--- config.mk ---
export PLATFORM = sky130hd
export DESIGN_NAME = saq_controller
export DESIGN_NICKNAME = d
export VERILOG_FILES = /design/src/design/saq_pkg.sv /design/src/design/saq_controller.sv
export SDC_FILE = /design/constraint.sdc
export NUM_CORES = 1
export LEC_CHECK = 0
export BUFFER_PORTS_ARGS = -buffer_cell sky130_fd_sc_hd__buf_4
export CORE_MARGIN = 8
export CORE_UTILIZATION = 40
export CTS_CLUSTER_SIZE = 10
export DETAILED_ROUTE_END_ITERATION = 8
export GPL_TIMING_DRIVEN = 1
export HOLD_SLACK_MARGIN = 0.06
export MAX_ROUTING_LAYER = met4
export PLACE_DENSITY_LB_ADDON = 0.12
export SLEW_MARGIN = 20
export SYNTH_ARGS = -nofsm -noshare
export SYNTH_HDL_FRONTEND = slang
export SYNTH_SLANG_ARGS = --single-unit
--- constraint.sdc ---
create_clock -name aclk -period 1.37 [get_ports aclk]
set_clock_uncertainty 0.1 [all_clocks]
set_input_delay 0.0685 -clock aclk [delete_from_list [all_inputs] [get_ports aclk]]
set_output_delay 0.0685 -clock aclk [all_outputs]
set_load 0.1 [all_outputs]
--- src/design/saq_pkg.sv ---
// shared types and constants for the substring anagram query block
// no dependencies; imported by every module of the block but saq_ram
`timescale 1ns / 1ps
`default_nettype none

package saq_pkg;

    localparam int unsigned MAX_LEN_DEF  = 1024;
    localparam int unsigned ALPHABET_DEF = 26;

    // input field widths, fixed by the stream format
    localparam int unsigned CMD_W  = 2;
    localparam int unsigned CHAR_W = 8;
    localparam int unsigned IDX_W  = 11;

    // s_tdata layout, lowest bit first
    localparam int unsigned CHAR_LSB = 0;
    localparam int unsigned S1_LSB   = CHAR_LSB + CHAR_W;
    localparam int unsigned E1_LSB   = S1_LSB + IDX_W;
    localparam int unsigned S2_LSB   = E1_LSB + IDX_W;
    localparam int unsigned E2_LSB   = S2_LSB + IDX_W;
    localparam int unsigned IN_BITS  = E2_LSB + IDX_W;
    localparam int unsigned IN_DATA_W  = ((IN_BITS + 7) / 8) * 8;
    localparam int unsigned OUT_DATA_W = 8;

    localparam int unsigned CHAR_LOW  = 'h61;
    localparam int unsigned CHAR_HIGH = 'h7a;

    typedef enum logic [CMD_W-1:0] {
        CMD_APPEND = 2'd0,
        CMD_QUERY  = 2'd1,
        CMD_CLEAR  = 2'd2
    } cmd_t;

    typedef enum logic [1:0] {
        STAT_QUERY  = 2'd0,
        STAT_STORED = 2'd1,
        STAT_FULL   = 2'd2,
        STAT_RANGE  = 2'd3
    } status_t;

    // which table row a query read fetches
    typedef enum logic [1:0] {
        ROW_END1 = 2'd0,
        ROW_PRE1 = 2'd1,
        ROW_END2 = 2'd2,
        ROW_PRE2 = 2'd3
    } row_sel_t;

    typedef enum logic [3:0] {
        S_IDLE,
        S_DECODE,
        S_APP_RD,
        S_APP_WR,
        S_Q_RD0,
        S_Q_RD1,
        S_Q_RD2,
        S_Q_RD3,
        S_Q_LAST,
        S_FINISH
    } state_t;

    typedef struct packed {
        logic     in_load;
        logic     clear_len;
        logic     rd_en;
        logic     rd_app;
        row_sel_t rd_sel;
        logic     app_write;
        logic     acc_clr;
        logic     acc_en;
        logic     out_load;
        status_t  out_status;
    } ctl_cmd_t;

    typedef struct packed {
        logic [CMD_W-1:0] cmd;
        logic             full;
        logic             range_bad;
        logic             out_busy;
    } dp_stat_t;

endpackage

`default_nettype wire

--- src/design/saq_controller.sv ---
// controller state machine: sequences appends, queries and clears
// depends on saq_pkg; drives the datapath through ctl_cmd_t
`timescale 1ns / 1ps
`default_nettype none

module saq_controller (
    input  wire logic              aclk,
    input  wire logic              aresetn,
    input  wire logic              s_tvalid,
    output logic                   s_tready,
    input  wire saq_pkg::dp_stat_t stat,
    output saq_pkg::ctl_cmd_t      ctl
);
    import saq_pkg::*;

    state_t  state_reg, state_next;
    status_t status_reg, status_next;

    always_ff @(posedge aclk) begin
        if (!aresetn) begin
            state_reg  <= S_IDLE;
            status_reg <= STAT_QUERY;
        end else begin
            state_reg  <= state_next;
            status_reg <= status_next;
        end
    end

    always_comb begin
        state_next     = state_reg;
        status_next    = status_reg;
        ctl            = '0;
        ctl.rd_sel     = ROW_END1;
        ctl.out_status = status_reg;
        s_tready       = 1'b0;

        unique case (state_reg)
            S_IDLE: begin
                s_tready    = 1'b1;
                ctl.in_load = s_tvalid;
                if (s_tvalid) begin
                    state_next = S_DECODE;
                end
            end
            S_DECODE: begin
                unique case (stat.cmd)
                    CMD_APPEND: begin
                        if (stat.full) begin
                            status_next = STAT_FULL;
                            state_next  = S_FINISH;
                        end else begin
                            state_next = S_APP_RD;
                        end
                    end
                    CMD_QUERY: begin
                        if (stat.range_bad) begin
                            status_next = STAT_RANGE;
                            state_next  = S_FINISH;
                        end else begin
                            state_next = S_Q_RD0;
                        end
                    end
                    CMD_CLEAR: begin
                        ctl.clear_len = 1'b1;
                        status_next   = STAT_STORED;
                        state_next    = S_FINISH;
                    end
                    // unused command: no result
                    default: state_next = S_IDLE;
                endcase
            end
            S_APP_RD: begin
                ctl.rd_en  = 1'b1;
                ctl.rd_app = 1'b1;
                state_next = S_APP_WR;
            end
            S_APP_WR: begin
                ctl.app_write = 1'b1;
                status_next   = STAT_STORED;
                state_next    = S_FINISH;
            end
            S_Q_RD0: begin
                ctl.rd_en   = 1'b1;
                ctl.rd_sel  = ROW_END1;
                ctl.acc_clr = 1'b1;
                state_next  = S_Q_RD1;
            end
            S_Q_RD1: begin
                ctl.rd_en  = 1'b1;
                ctl.rd_sel = ROW_PRE1;
                ctl.acc_en = 1'b1;
                state_next = S_Q_RD2;
            end
            S_Q_RD2: begin
                ctl.rd_en  = 1'b1;
                ctl.rd_sel = ROW_END2;
                ctl.acc_en = 1'b1;
                state_next = S_Q_RD3;
            end
            S_Q_RD3: begin
                ctl.rd_en  = 1'b1;
                ctl.rd_sel = ROW_PRE2;
                ctl.acc_en = 1'b1;
                state_next = S_Q_LAST;
            end
            S_Q_LAST: begin
                ctl.acc_en  = 1'b1;
                status_next = STAT_QUERY;
                state_next  = S_FINISH;
            end
            S_FINISH: begin
                // wait for the result register to drain
                if (!stat.out_busy) begin
                    ctl.out_load = 1'b1;
                    state_next   = S_IDLE;
                end
            end
            default: state_next = S_IDLE;
        endcase
    end

endmodule

`default_nettype wire

==> flow_metrics.tcl, run 1 <==
set metrics [dict create \
    pin_count 21 \
    p_leak_uw 0.0005755 \
    floorplan.initialDensity 0.4114 \
    gr-usage-met3 0.04620 \
    vias 885 \
    design_area_um2 1348 \
    period_share 1.209 \
    drive_gt1_frac 0.6560 \
    grt_setup_unrepaired "yes" \
    final_common_cell "buf_4" \
    grt-ovfl-total 0 \
    cts_made_buffers 3 \
    cts_root_buf "clkbuf_4" \
    max_freq_mhz 603.8 \
    clk_latency_ns 0.26 \
    report.final.setup_viol 16 \
    grt_use_met1 0.1797 \
    grt_pass1_vias 854 \
    power.switching_uw 496.3 \
    crit_path_start_kind "flop" \
    drc 0 \
    drtIter0Drc 29 \
    regArea_um2 135.1 \
    largest_register_ffs 4 \
    final_cell_mix "buf_4, buf_12, nor3_4" \
    avgSynthCellArea_um2 7.206 \
    ys_seq_elements 6 \
    place_ws_ns -0.1732 \
    die_area_um2 2988 \
    finalWorstSetupSlack_ns -0.2862 \
    use_met2 0.3377 \
    dp_cells 132 \
    hold_path.class "in2reg" \
    fin_cells 141 \
    synth_cell_types 33 \
    criticalPathCategory "reg2reg" \
    maxCapViolCount 0 \
    critPathMaxFanout 7 \
    final_max_slew_viol_count 0 \
    busiest_layer "met2" \
    die_w_um 54.67 \
    switching_share 0.4679 \
    ant_nets 0 \
    synth_fp_nets 95 \
    cts_buffer_depth 2 \
    grt_pass1_wl_mm 3.946 \
    yosysWarningCount 0 \
    antenna_found_initial 0 \
    reg2regPathDepth 4 \
    detailed_place_hpwl_mm 1.515 \
    hold_depth 3 \
    post_dp_cell_area_um2 1003 \
    run_status "finished, violations left" \
    syn_inst 83 \
    drt-total-wl_mm 3.175 \
    core_um2 1454 \
    critical_path_required_ns 1.43 \
    grt_use_total 0.1846 \
    clock-sinks 6 \
    cts_tree "yes" \
    drtPass1Iterations 4 \
    vias_per_cell 6.277 \
    violations "setup timing" \
    synthFlopType "dfxtp_1" \
    fill_cells 50 \
    yosysSeqAreaShare 0.2008 \
    finalHoldViolations 0 \
    combPwrFrac 0.629 \
    power.share.sequential 0.204 \
    ir_drop_v 0.0005782 \
    synth_area_um2 598.1 \
    io_buffers 20 \
    synthArstFlopShare 0 \
    crit_path_end_kind "flop" \
    p_per_area_nw_per_um2 787.1 \
    grt_max_degree 11 \
    max-slew-margin-rel 0.7160 \
    synth-edff-count 0 \
    path_clk_slew_ns 0.06 \
    cp.arrival_ns 1.71 \
    gp_congestion 0.8120 \
    num_rows 14 \
    htreeDepth 1 \
    fin_crit_ns 1.656 \
    final_nets 139 \
    power_frac_clock 0.167 \
    fp.dieH_um 54.67 \
    multi_input_area_um2 611.8 \
    internal_power_uw 564.4 \
    wl_per_cell_um 22.52 \
    fin_tns_setup_ns -2.497 \
    num_antenna_cells 0 \
    area_growth_pct 125.3 \
    worst_slew_pin_slew_ns 0.4259 \
]
## power groups by stage
stage	combinational (uW)	sequential (uW)	clock (uW)
final	667	216	177
after global routing	692	218	188
after CTS	579	209	168
after detailed placement	496	211	0
after global placement	492	211	0
after floorplan	314	256	0
## timing repair
action | in CTS | in global routing
hold endpoints to repair | 3 | 0
setup endpoints to repair | 16 | 16
setup buffers | 0 | 4
hold buffers | 2 | 0
pin swaps | 5 | 12
resized for setup | 52 | 16
## final cells by class
type	instances	share of cell area
Timing Repair Buffer	45	0.3974
Clock buffer	3	0.01671
Multi-Input combinational cell	65	0.4540
Sequential cell	6	0.1003
Tap cell	16	0.01486
Inverter	6	0.01671
## Yosys cell counts (2+ instances only)
| master | n | share of area |
|---|---|---|
| a21oi_1 | 5 | 0.042 |
| inv_1 | 6 | 0.038 |
| nor3_1 | 10 | 0.084 |
| a211oi_1 | 3 | 0.038 |
| nand3_1 | 2 | 0.017 |
| o21ai_0 | 5 | 0.042 |
| nor2b_1 | 2 | 0.021 |
| nand2b_1 | 5 | 0.052 |
| nand2_1 | 4 | 0.025 |
| clkbuf_1 | 3 | 0.019 |
| nor2_1 | 7 | 0.044 |
| mux2i_1 | 2 | 0.033 |
| dfxtp_1 | 6 | 0.20 |
| ha_1 | 4 | 0.084 |
## per-layer routing
layer | share of wire | vias to the layer above | routed length (um)
met5 | 0 | - | 0
met4 | 0.037 | 0 | 119
met3 | 0.083 | 15 | 265
met2 | 0.49 | 63 | 1566
met1 | 0.39 | 420 | 1223
li1 | - | 387 | -
## path summary, 6_finish.rpt
| kind | slack (ns) | from | end |
|---|---|---|---|
| min | 0.11 | s_tvalid | state_reg[0] |
| max reg2reg | -0.29 | state_reg[3] | status_reg[0] |
| max | -0.29 | state_reg[3] | status_reg[0] |
| min reg2reg | 0.53 | status_reg[1] | status_reg[1] |
## critical path, stage by stage (launching register included)
cell	delay (ns)
dfxtp_2	0.36
nor2_2	0.21
a21oi_1	0.12
or4b_1	0.53
a211oi_1	0.25
## through the flow
step	utilization	hold slack (ns)	total power, uW
2_1_floorplan	-	0.1396	570.1
3_3_place_gp	0.6902	0.2838	703.0
3_5_place_dp	0.6902	0.2773	706.8
4_1_cts	0.8554	0.09443	955.7
5_1_grt	0.9269	0.1534	1098
6_report	0.9269	0.1141	1061
## cells by family (layout without fill, tap and decap cells)
family / after synthesis / in the layout / synth area share
and+or+nand+nor: 38 / 38 / 0.3494
AOI/OAI and AO/OA: 21 / 21 / 0.2364
buffers and inverters: 12 / 54 / 0.09623
DFF: 6 / 6 / 0.2008
adders and majority gates: 4 / 4 / 0.08369
muxes: 2 / 2 / 0.03347
Note: power is estimated with default switching activity, not from simulation.
==> run 2, diff against run 1 <==
BUFFER_PORTS_ARGS = -buffer_cell sky130_fd_sc_hd__buf_2   (was -buffer_cell sky130_fd_sc_hd__buf_4)
==> flow_metrics.tcl, run 2 (same netlist as run 1, synthesis figures left out) <==
set metrics [dict create \
    max-slew-margin-rel 0.6728 \
    core_um2 1454 \
    cts_made_buffers 3 \
    hold_path.class "in2reg" \
    crit_path_max_incr_delay_ns 0.57 \
    final_cell_mix "buf_4, buf_12, buf_6" \
    ant_nets 0 \
    fin_tns_setup_ns -4.036 \
    grt_max_degree 11 \
    final_max_slew_viol_count 0 \
    vias_per_cell 6.760 \
    place_ws_ns -0.1798 \
    finalWorstSetupSlack_ns -0.3390 \
    p_per_area_nw_per_um2 795.6 \
    grt_pass1_wl_mm 4.767 \
    grt_setup_unrepaired "yes" \
    cts_buffer_depth 2 \
    drive_gt1_frac 0.6866 \
    cts_root_buf "clkbuf_4" \
    path_clk_slew_ns 0.06 \
    crit_path_top_delay_cell "or4b_4" \
    drtIter0Drc 83 \
    final_nets 148 \
    clock-sinks 6 \
    vias 1014 \
    grt-ovfl-total 0 \
    detailed_place_hpwl_mm 1.780 \
    worstPathCellList "buf_6 > or4b_4 > nor3_2 > o21ai_2 > nand3_1" \
    num_rows 14 \
    fp.dieH_um 54.67 \
    gp_congestion 0.8486 \
    drt-total-wl_mm 3.654 \
    die_w_um 54.67 \
    io_buffers 20 \
    worst_slew_pin_slew_ns 0.4942 \
    max_freq_mhz 585.1 \
    violations "setup timing" \
    floorplan.initialDensity 0.4114 \
    criticalPathCategory "reg2reg" \
    antenna_found_initial 0 \
    finalHoldViolations 0 \
    drtPass1Iterations 5 \
    cts_tree "yes" \
    area_growth_pct 134.5 \
    report.final.setup_viol 17 \
    period_share 1.247 \
    num_antenna_cells 0 \
    p_leak_uw 0.0006147 \
    grt_pass1_vias 1006 \
    clk_latency_ns 0.26 \
    worst-path-buf-inv 1 \
    maxCapViolCount 0 \
    pin_count 21 \
    largest_register_ffs 4 \
    wl_per_cell_um 24.36 \
    htreeDepth 1 \
    critPathMaxFanout 3 \
    grt_use_total 0.2272 \
    cp.arrival_ns 1.80 \
    crit_path_start_kind "flop" \
    final_common_cell "buf_4" \
    crit_path_end_kind "flop" \
    fin_crit_ns 1.709 \
    drc 0 \
    ir_drop_v 0.0007680 \
    critical_path_required_ns 1.46 \
    run_status "finished, violations left" \
    die_area_um2 2988 \
    cpLargestDelayFamily "simple AND/OR/NAND/NOR gates" \
]
-- run 2: cell count changes in the layout (fill, tap and decap cells not counted), moves of 2 or more --
cell,previous run,this run
buf_2,0,9
nor3_4,7,5
buf_6,4,12
buf_4,24,19
-- run 2: cell type report --
cell class                      count  area [um^2]
Inverter                            6        22.52
Fill cell                          32        51.30
Timing Repair Buffer               54        588.1
Sequential cell                     6        135.1
Clock buffer                        3        22.52
Tap cell                           16        20.02
Multi-Input combinational cell     65        614.3
-- run 2: what timing repair did --
action	CTS	global route
pin swaps	8	9
resized for setup	26	14
endpoints found under the setup margin	16	17
hold buffers	1	0
setup buffers	9	3
endpoints found under the hold margin	2	0
-- run 2: worst reg2reg max path: cells and delay by family, from the launching register on --
family | cells | cell delay [ns]
compound gates | 1 | 0.12
buf+inv | 1 | 0.13
flops | 1 | 0.36
simple gates | 3 | 0.93
-- run 2: power by group --
group,internal (uW),switching (uW)
registers,190,24.9
logic,293,421
clock network,101,86.5
-- run 2: path summary, 6_finish.rpt --
check                                    from       endpoint  slack [ns]  cells past startpoint
worst max-delay path             state_reg[2]   state_reg[3]       -0.34                      5
worst max register to register   state_reg[2]   state_reg[3]       -0.34                      5
worst min-delay path                 s_tvalid   state_reg[0]        0.11                      3
worst min register to register  status_reg[1]  status_reg[1]        0.56                      2
-- run 2: metal layers --
metal | share of wire | global-route usage | routed length, um | up-vias
met5 | 0 | - | 0 | -
met4 | 0.090 | 0.1516 | 330 | 0
met3 | 0.12 | 0.05435 | 427 | 40
met2 | 0.47 | 0.3925 | 1725 | 123
met1 | 0.32 | 0.2188 | 1171 | 448
li1 | - | - | - | 403
-- run 2: through the flow --
step	util	area, um^2	power (uW)	hold slack (ns)	std cells
floorplan	-	730.7	570.1	0.1396	83
global placement	0.7849	1141	749.8	0.3064	135
detailed placement	0.7849	1141	760.5	0.3010	135
CTS	0.9157	1331	1010	0.08709	148
global route	0.9647	1403	1130	0.1304	150
finish	0.9647	1403	1116	0.1126	150
==> run 3, diff against run 2 <==
CORE_UTILIZATION = 25   (was 40)
PLACE_DENSITY = 0.47   (was unset)
PLACE_DENSITY_LB_ADDON = unset   (was 0.12)
==> flow_metrics.tcl, run 3 (same netlist as run 1, synthesis figures left out) <==
set metrics [dict create \
    crit_path_top_delay_cell "dfxtp_2" \
    final_common_cell "buf_4" \
    maxCapViolCount 0 \
    cts_tree "yes" \
    p_per_area_nw_per_um2 741.1 \
    detailed_place_hpwl_mm 1.592 \
    final_cell_mix "buf_4, buf_12, buf_2" \
    fp.dieH_um 64.91 \
    p_leak_uw 0.0005865 \
    criticalPathCategory "reg2out" \
    num_rows 17 \
    grt-ovfl-total 0 \
    crit_path_start_kind "flop" \
    final_nets 142 \
    ir_drop_v 0.0008024 \
    fill_cells 187 \
    fin_tns_setup_ns -1.674 \
    max_freq_mhz 654.8 \
    crit_path_end_kind "primary output" \
    drt-total-wl_mm 2.004 \
    ant_nets 0 \
    violations "setup timing" \
    critPathMaxFanout 5 \
    clock-sinks 6 \
    gp_congestion 0.8414 \
    floorplan.initialDensity 0.2678 \
    cts_buffer_depth 2 \
    cts_made_buffers 3 \
    design_area_um2 1371 \
    max-slew-margin-rel 0.6780 \
    critical_path_required_ns 1.20 \
    report.final.setup_viol 16 \
    io_buffers 20 \
    grt_pass1_wl_mm 3.456 \
    largest_register_ffs 4 \
    pin_count 21 \
    cts_root_buf "clkbuf_4" \
    worst_slew_pin_slew_ns 0.4864 \
    finalHoldViolations 0 \
    finalWorstSetupSlack_ns -0.1572 \
    period_share 1.115 \
    core_um2 2233 \
    cp.arrival_ns 1.36 \
    drc 0 \
    worstPathCellList "or2_4 > buf_6 > nor3_4 > buf_12" \
    crit_path_max_incr_delay_ns 0.35 \
    drtIter0Drc 11 \
    area_growth_pct 129.3 \
    hold_path.class "in2reg" \
    grt_max_degree 11 \
    post_dp_cell_area_um2 1179 \
    run_status "finished, violations left" \
    cpLargestDelayFamily "simple AND/OR/NAND/NOR gates" \
    fin_crit_ns 1.527 \
    wl_per_cell_um 12.85 \
    die_w_um 64.91 \
    drtPass1Iterations 2 \
    num_antenna_cells 0 \
    antenna_found_initial 0 \
    grt_pass1_vias 753 \
    grt_setup_unrepaired "yes" \
    place_ws_ns -0.2018 \
    htreeDepth 1 \
    vias 767 \
    path_clk_slew_ns 0.05 \
    worst-path-buf-inv 2 \
    clk_latency_ns 0.25 \
    drive_gt1_frac 0.6875 \
    die_area_um2 4213 \
    grt_use_total 0.1027 \
    fin_util 0.6140 \
    final_max_slew_viol_count 0 \
    vias_per_cell 4.917 \
]
==> run 3: timing repair <==
action / 4_1_cts / 5_1_grt
pin swaps: 8 / 4
hold buffers: 1 / 0
endpoints found under the setup margin: 16 / 16
resized for setup: 26 / 12
setup buffers: 2 / 0
endpoints found under the hold margin: 2 / 0
==> run 3: worst min-delay path, delay by kind of cell <==
family	cells	cell delay, ns
AND/OR/NAND/NOR	1	0.13
buffers and inverters	1	0.11
AO/OA/AOI/OAI	1	0.10
==> run 3: final timing paths <==
path | from | end | slack, ns | cells after the start
worst max register to register | state_reg[2] | state_reg[0] | -0.10 | 4
worst min-delay path | s_tvalid | state_reg[0] | 0.11 | 3
worst min register to register | status_reg[1] | status_reg[1] | 0.53 | 2
worst max-delay path | state_reg[3] | ctl[5] | -0.16 | 4
==> run 3: routing by layer <==
layer | vias to the layer above | wire (um) | track usage
li1 | 392 | - | -
met1 | 361 | 916 | 0.1137
met2 | 12 | 1011 | 0.1801
met3 | 2 | 58 | 0.02062
met4 | 0 | 19 | 0.03270
met5 | - | 0 | -
==> run 3: cell type report <==
type	instances	area, um^2	share of cell area
Inverter	6	25.02	0.01825
Tap cell	28	35.03	0.02555
Clock buffer	3	22.52	0.01642
Sequential cell	6	135.1	0.09854
Timing Repair Buffer	48	528.0	0.3850
Multi-Input combinational cell	65	625.6	0.4562
==> run 3: power by group <==
part           internal, uW  switching, uW  total (uW)
Clock                  99.7           72.1         172
Sequential              190           22.9         213
Combinational           268            364         632
==> run 3: stage by stage <==
step | hold slack (ns) | instances | power, uW
after global routing | 0.1270 | 156 | 1064
final | 0.1086 | 156 | 1016
after global placement | 0.3019 | 150 | 759.9
after CTS | 0.1030 | 156 | 989.9
after detailed placement | 0.3137 | 150 | 762.0
after floorplan | 0.1396 | 83 | 570.1
